`src/rtl/prd_pkg.sv`:
```
// prd_pkg: types, constants and small helper functions of the pyramid reduce block
// no dependencies; imported by prd_div, prd_checker and the top level
package prd_pkg;

   localparam int CH_BITS        = 8;
   localparam int PIX_BITS       = 3 * CH_BITS;
   localparam int LINE_WORD_BITS = 3 * PIX_BITS;
   localparam int VSUM_BITS      = 11;
   localparam int NUM_BITS       = 14;
   localparam int DEN_BITS       = 7;
   localparam int RECIP_BITS     = 11;
   localparam int PROD_BITS      = NUM_BITS + RECIP_BITS;
   localparam int RECIP_SHIFT    = 16;
   localparam int QEST_BITS      = PROD_BITS - RECIP_SHIFT;
   localparam int QD_BITS        = QEST_BITS + DEN_BITS;
   localparam int WIDTH_REG_BITS = 12;
   localparam int HEIGHT_BITS    = 13;
   localparam int ROW_BITS       = 12;
   localparam int CSR_DATA_BITS  = 13;
   localparam int CSR_IDX_BITS   = 1;
   localparam int MAX_HEIGHT     = 4096;
   localparam int RESET_WIDTH    = 640;
   localparam int RESET_HEIGHT   = 480;

   localparam logic [CSR_IDX_BITS-1:0] CSR_IN_WIDTH  = 1'b0;
   localparam logic [CSR_IDX_BITS-1:0] CSR_IN_HEIGHT = 1'b1;

   typedef struct packed {
      logic [CH_BITS-1:0] red_in;
      logic [CH_BITS-1:0] green_in;
      logic [CH_BITS-1:0] blue_in;
   } pixel_in_type;

   typedef struct packed {
      logic [CH_BITS-1:0] red_out;
      logic [CH_BITS-1:0] green_out;
      logic [CH_BITS-1:0] blue_out;
      logic               end_of_row;
      logic               end_of_frame;
   } pixel_out_type;

   // per-pixel control decoded from the position counters
   typedef struct packed {
      logic have_row;
      logic row_last;
      logic row_top;
      logic have_col;
      logic col_last;
      logic col_left;
      logic eor;
      logic eof;
   } pos_flags_type;

   typedef logic [2:0][VSUM_BITS-1:0] vsum_type;
   typedef logic [2:0][PIX_BITS-1:0]  line_word_type;

   // one weighted sum waiting for the rounding divide
   typedef struct packed {
      logic [2:0][NUM_BITS-1:0] dividend;
      logic [DEN_BITS-1:0]      den;
      logic                     eor;
      logic                     eof;
   } div_req_type;

   // 1,3,3,1 taps (oldest first); the oldest tap can be dropped at the image edge
   function automatic logic [NUM_BITS-1:0] tap_sum(
      input logic [NUM_BITS-1:0] a,
      input logic [NUM_BITS-1:0] b,
      input logic [NUM_BITS-1:0] c,
      input logic [NUM_BITS-1:0] d,
      input logic                drop_a
   );
      logic [NUM_BITS-1:0] ta;
      ta = drop_a ? '0 : a;
      return ta + b * NUM_BITS'(3) + c * NUM_BITS'(3) + d;
   endfunction

   // floor(2^16 / den) for the denominators that can occur
   function automatic logic [RECIP_BITS-1:0] recip_of(input logic [DEN_BITS-1:0] den);
      logic [RECIP_BITS-1:0] r;
      case (den)
         7'd36:   r = 11'd1820;
         7'd42:   r = 11'd1560;
         7'd48:   r = 11'd1365;
         7'd49:   r = 11'd1337;
         7'd56:   r = 11'd1170;
         7'd64:   r = 11'd1024;
         default: r = 11'd1024;
      endcase
      return r;
   endfunction

endpackage

```
`src/rtl/prd_div.sv`:
```
// prd_div: floor divide of three channel sums by a small per-request denominator
// reciprocal multiply, remainder correction, output register; uses prd_pkg
module prd_div (
   input  logic                   clock,
   input  logic                   reset,
   input  logic                   in_valid,
   output logic                   in_ready,
   input  prd_pkg::div_req_type   in_req,
   output logic                   out_valid,
   input  logic                   out_ready,
   output prd_pkg::pixel_out_type out_word
);
   import prd_pkg::*;

   logic                         d0_v_ff, d1_v_ff, d2_v_ff, d3_v_ff;
   logic                         d0_ready, d1_ready, d2_ready, d3_ready;
   div_req_type                  d0_req_ff, d1_req_ff, d2_req_ff;
   logic [2:0][PROD_BITS-1:0]    prod_in, prod_ff;
   logic [2:0][QEST_BITS-1:0]    qe_in, qe_ff;
   logic [2:0][QD_BITS-1:0]      qd_in, qd_ff;
   logic [2:0][CH_BITS-1:0]      q_in;
   logic [RECIP_BITS-1:0]        recip;
   pixel_out_type                word_ff;

   assign d3_ready = !d3_v_ff || out_ready;
   assign d2_ready = !d2_v_ff || d3_ready;
   assign d1_ready = !d1_v_ff || d2_ready;
   assign d0_ready = !d0_v_ff || d1_ready;
   assign in_ready = d0_ready;

   assign recip = recip_of(d0_req_ff.den);

   always_comb begin
      logic [NUM_BITS-1:0]   rem;
      logic [QEST_BITS:0]    q;
      for (int ch = 0; ch < 3; ch++) begin
         prod_in[ch] = PROD_BITS'(d0_req_ff.dividend[ch]) * PROD_BITS'(recip);
         qe_in[ch]   = prod_ff[ch][PROD_BITS-1:RECIP_SHIFT];
         qd_in[ch]   = QD_BITS'(qe_in[ch]) * QD_BITS'(d1_req_ff.den);
         rem         = d2_req_ff.dividend[ch] - NUM_BITS'(qd_ff[ch]);
         q           = (QEST_BITS+1)'(qe_ff[ch]) +
                       (QEST_BITS+1)'(rem >= NUM_BITS'(d2_req_ff.den));
         q_in[ch]    = (q > (QEST_BITS+1)'(255)) ? 8'hff : q[CH_BITS-1:0];
      end
   end

   always_ff @(posedge clock) begin
      if (reset) begin
         d0_v_ff <= 1'b0;
         d1_v_ff <= 1'b0;
         d2_v_ff <= 1'b0;
         d3_v_ff <= 1'b0;
      end else begin
         if (d0_ready) begin
            d0_v_ff <= in_valid;
         end
         if (d1_ready) begin
            d1_v_ff <= d0_v_ff;
         end
         if (d2_ready) begin
            d2_v_ff <= d1_v_ff;
         end
         if (d3_ready) begin
            d3_v_ff <= d2_v_ff;
         end
      end
   end

   always_ff @(posedge clock) begin
      if (d0_ready && in_valid) begin
         d0_req_ff <= in_req;
      end
      if (d1_ready && d0_v_ff) begin
         d1_req_ff <= d0_req_ff;
         prod_ff   <= prod_in;
      end
      if (d2_ready && d1_v_ff) begin
         d2_req_ff <= d1_req_ff;
         qe_ff     <= qe_in;
         qd_ff     <= qd_in;
      end
      if (d3_ready && d2_v_ff) begin
         word_ff.red_out      <= q_in[0];
         word_ff.green_out    <= q_in[1];
         word_ff.blue_out     <= q_in[2];
         word_ff.end_of_row   <= d2_req_ff.eor;
         word_ff.end_of_frame <= d2_req_ff.eof;
      end
   end

   assign out_valid = d3_v_ff;
   assign out_word  = word_ff;

endmodule

```
`config.mk`:
```
export PLATFORM = sky130hd
export DESIGN_NAME = prd_div
export DESIGN_NICKNAME = d
export VERILOG_FILES = /design/src/rtl/prd_pkg.sv /design/src/rtl/prd_div.sv
export SDC_FILE = /design/constraint.sdc
export NUM_CORES = 1
export LEC_CHECK = 0
export BUFFER_PORTS_ARGS = -buffer_cell sky130_fd_sc_hd__buf_2
export CORE_MARGIN = 5
export CORE_UTILIZATION = 46
export CTS_BUF_LIST = sky130_fd_sc_hd__clkbuf_8 sky130_fd_sc_hd__clkbuf_16
export DETAILED_ROUTE_END_ITERATION = 6
export MAX_ROUTING_LAYER = met4
export SYNTH_ARGS = -nofsm -noshare
export SYNTH_HDL_FRONTEND = slang
export SYNTH_SLANG_ARGS = --single-unit
```
`constraint.sdc`:
```
create_clock -name clock -period 14.45 [get_ports clock]
set_input_delay 4.335 -clock clock [delete_from_list [all_inputs] [get_ports clock]]
set_output_delay 4.335 -clock clock [all_outputs]
set_load 0.005 [all_outputs]
```
==> flow_metrics.py <==
metrics = {
    "pwr": {
        "finalPower_mw": 2.556,
        "power.density_mw_per_mm2": 78.26,
        "vdd_drop_max_v": 0.00008134,
        "leakagePower_nw": 16.22,
    },
    "synth": {
        "synth.yosys.warnings": 0,
        "synth_top_family_by_area": "adder cells",
        "postSynth.asyncResetShare_pct": 0,
        "synth.top_cells.by_count": "662 x inv_1, 420 x fa_1, 327 x ha_1, 320 x nand2_1, 275 x edfxtp_1",
        "ys.flop_type": "edfxtp_1",
        "synth_top_area_share_pct": 28.12,
        "synth_area_leaders": "fa_1 28%, edfxtp_1 28%, ha_1 14%",
        "syn_inst": 2889,
        "synth_edf_count": 275,
        "synth-seq-cells": 279,
        "synthAdderAreaFrac_pct": 41.80,
        "synth.area.mux_share_pct": 0.2845,
        "yosysMostFrequentCell": "inv_1",
        "ys_seq_area_share_pct": 27.88,
        "synth_top_area_cell": "fa_1",
        "synth-simple-area-share_pct": 12.60,
        "syn_area_mm2": 0.02990,
        "synth_cell_types": 65,
        "syn-num-nets": 3691,
        "syn_avg_cell_area_um2": 10.35,
        "synth-xor-area-share_pct": 3.251,
        "synth_compound_area_share_pct": 5.042,
    },
    "die": {
        "initial_core_util_pct": 46.39,
        "dieArea_mm2": 0.07021,
        "rows": 93,
        "core_area_mm2": 0.06446,
        "ios": 83,
        "die_w_um": 265.0,
        "die_y_um": 265.0,
    },
    "timing": {
        "clock.fmax_ghz": 0.1026,
        "report.final.setup_viol": 0,
        "relSlewSlack_pct": 25.71,
        "hold_viol_final": 0,
        "setup_tns_ns": 0,
        "period_share_pct": 67.48,
        "worst_pin_slew_ns": 1.112,
        "finalMaxSlewViolations": 0,
        "period_minus_slack_ns": 9.750,
        "finClkSkew_ns": 0.01937,
        "rsz0062_at_grt": "false",
    },
    "cells_and_area": {
        "num-fill-cells": 5859,
        "layout.nets": 3769,
        "synthToLayoutAreaGrowth_pct": 9.197,
        "drive_gt1_share_pct": 6.676,
    },
    "global_routing": {
        "track_usage_pct": 20.72,
        "grt_max_degree": 70,
        "antenna_found_initial": 2,
        "grt_pass1_vias": 21490,
        "overflow": 0,
        "grt_pass1_wl_mm": 113.7,
    },
    "worst_setup_path": {
        "cp.required_ns": 10.11,
        "path_cells": "buf_2 > nor2b_1 > and3_1 > nand2_1 > buf_2",
        "cp_max_fo": 5,
        "worstSetupPathType": "input port to primary output",
        "worstPathArrival_ns": 5.42,
        "timing.critical_path.mode_cell": "buf_2",
        "crit_path_max_incr_delay_ns": 0.38,
        "slowest_stage": "and3_1",
        "startpoint_type": "input port",
        "cp-end-kind": "primary output",
    },
    "clock_network": {
        "clockBufferDepth": 3,
        "cts_made_buffers": 38,
        "htree_levels": 2,
        "clock-sinks": 279,
        "root_buffer": "clkbuf_16",
        "cts_resized": 0,
        "cts_tree": "yes",
        "cts_setup_buffers": 0,
        "clk_pin_slew_ns": 0.06,
        "insertion_delay_ns": 0.56,
        "ctsHoldBuffers": 0,
    },
    "place": {
        "gp_congestion": 0.9227,
        "dpl.hpwl_mm": 53.11,
        "io_buffers": 82,
    },
    "routing": {
        "routed_wl_mm": 68.60,
        "wl_per_cell_um": 17.81,
        "drc": 0,
        "ant_nets": 0,
        "viasPerCell": 5.136,
        "vias": 19780,
        "drtIter0Drc": 1328,
        "drt_pass1_iterations": 6,
    },
    "run": {
        "cap_violations": 0,
    },
    "min_path": {
        "min_path_type": "flip-flop to flip-flop",
    },
    "run_status": {
        "outcome": "complete, no violations",
    },
}
state kept, by name, summed over array words and instances, names as in the netlist:
name and cells:
d1_req_ff 51, qd_ff 42, out_valid 1, d2_req_ff 51
d0_req_ff 51, qe_ff 27, prod_ff 27, d2_v_ff 1
d0_v_ff 1, d1_v_ff 1, out_word 26
cell usage in the layout, fill, tap and decap left out, drive strengths merged, types with 29 or more instances in the layout:
cell | synthesis | routed
a21oi | 62 | 62
and2 | 136 | 136
buf | 11 | 102
clkbuf | 53 | 39
edfxtp | 275 | 275
fa | 420 | 420
ha | 327 | 327
inv | 662 | 669
nand2 | 320 | 320
nand2b | 34 | 34
nand3 | 73 | 73
nor2 | 99 | 99
nor3 | 29 | 29
o21ai | 61 | 61
xnor2 | 78 | 78
xor2 | 33 | 33
area by class of cell:
type | instances | area (µm²) | share of cell area, %
clock inverters | 30 | 337.8 | 1.035
clock buffers | 39 | 975.9 | 2.989
inverters | 662 | 2485 | 7.610
diodes | 1 | 2.502 | 0.007663
multi-input cells | 1884 | 18880 | 57.83
flip-flops and latches | 279 | 8338 | 25.53
repair buffers | 102 | 560.5 | 1.717
well taps | 855 | 1070 | 3.276
critical path: cells and delay by family:
| family | cells | cell delay [ns] |
|---|---|---|
| and+or+nand+nor | 3 | 0.85 |
| buffers and inverters | 2 | 0.23 |
cell families after synthesis:
kind of cell / Yosys count
AND/OR/NAND/NOR: 785
adder cells (fa/ha/maj): 747
buffers and inverters: 726
flip-flops: 279
AO/OA/AOI/OAI: 233
XOR/XNOR: 111
multiplexers: 8
metrics by stage:
step	util, %	hold WS, ns	setup slack, ns	cells	cell area, µm²
after global routing	50.65	0.4229	4.620	3852	32650
after detailed placement	48.61	0.4045	4.672	3782	31340
after CTS	50.65	0.3995	4.677	3851	32650
final	50.65	0.4058	4.700	3852	32650
after floorplan	-	0.4003	0.5776	2889	29900
after global placement	48.61	0.4008	4.701	3782	31340
worst paths after layout:
kind / slack [ns] / startpoint / end / depth (start not counted)
setup / recovery: 4.70 / out_ready / in_ready / 5
hold / removal: 0.41 / d1_req_ff[42] / d2_req_ff[42] / 0
setup reg to reg: 5.54 / d0_req_ff[5] / prod_ff[49] / 25
hold reg to reg: 0.41 / d1_req_ff[42] / d2_req_ff[42] / 0
power breakdown:
part / internal, mW / total, mW / switching, mW
logic: 0.251 / 0.575 / 0.324
clock network: 0.604 / 0.984 / 0.380
registers: 0.946 / 0.996 / 0.0503
metal layers:
layer	GRT usage, %	part of all wire, %
met1	28.77	46
met2	32.55	46
met3	3.072	5.4
met4	4.979	2.4
met5	-	0
Note: power is estimated with default switching activity, not from simulation.
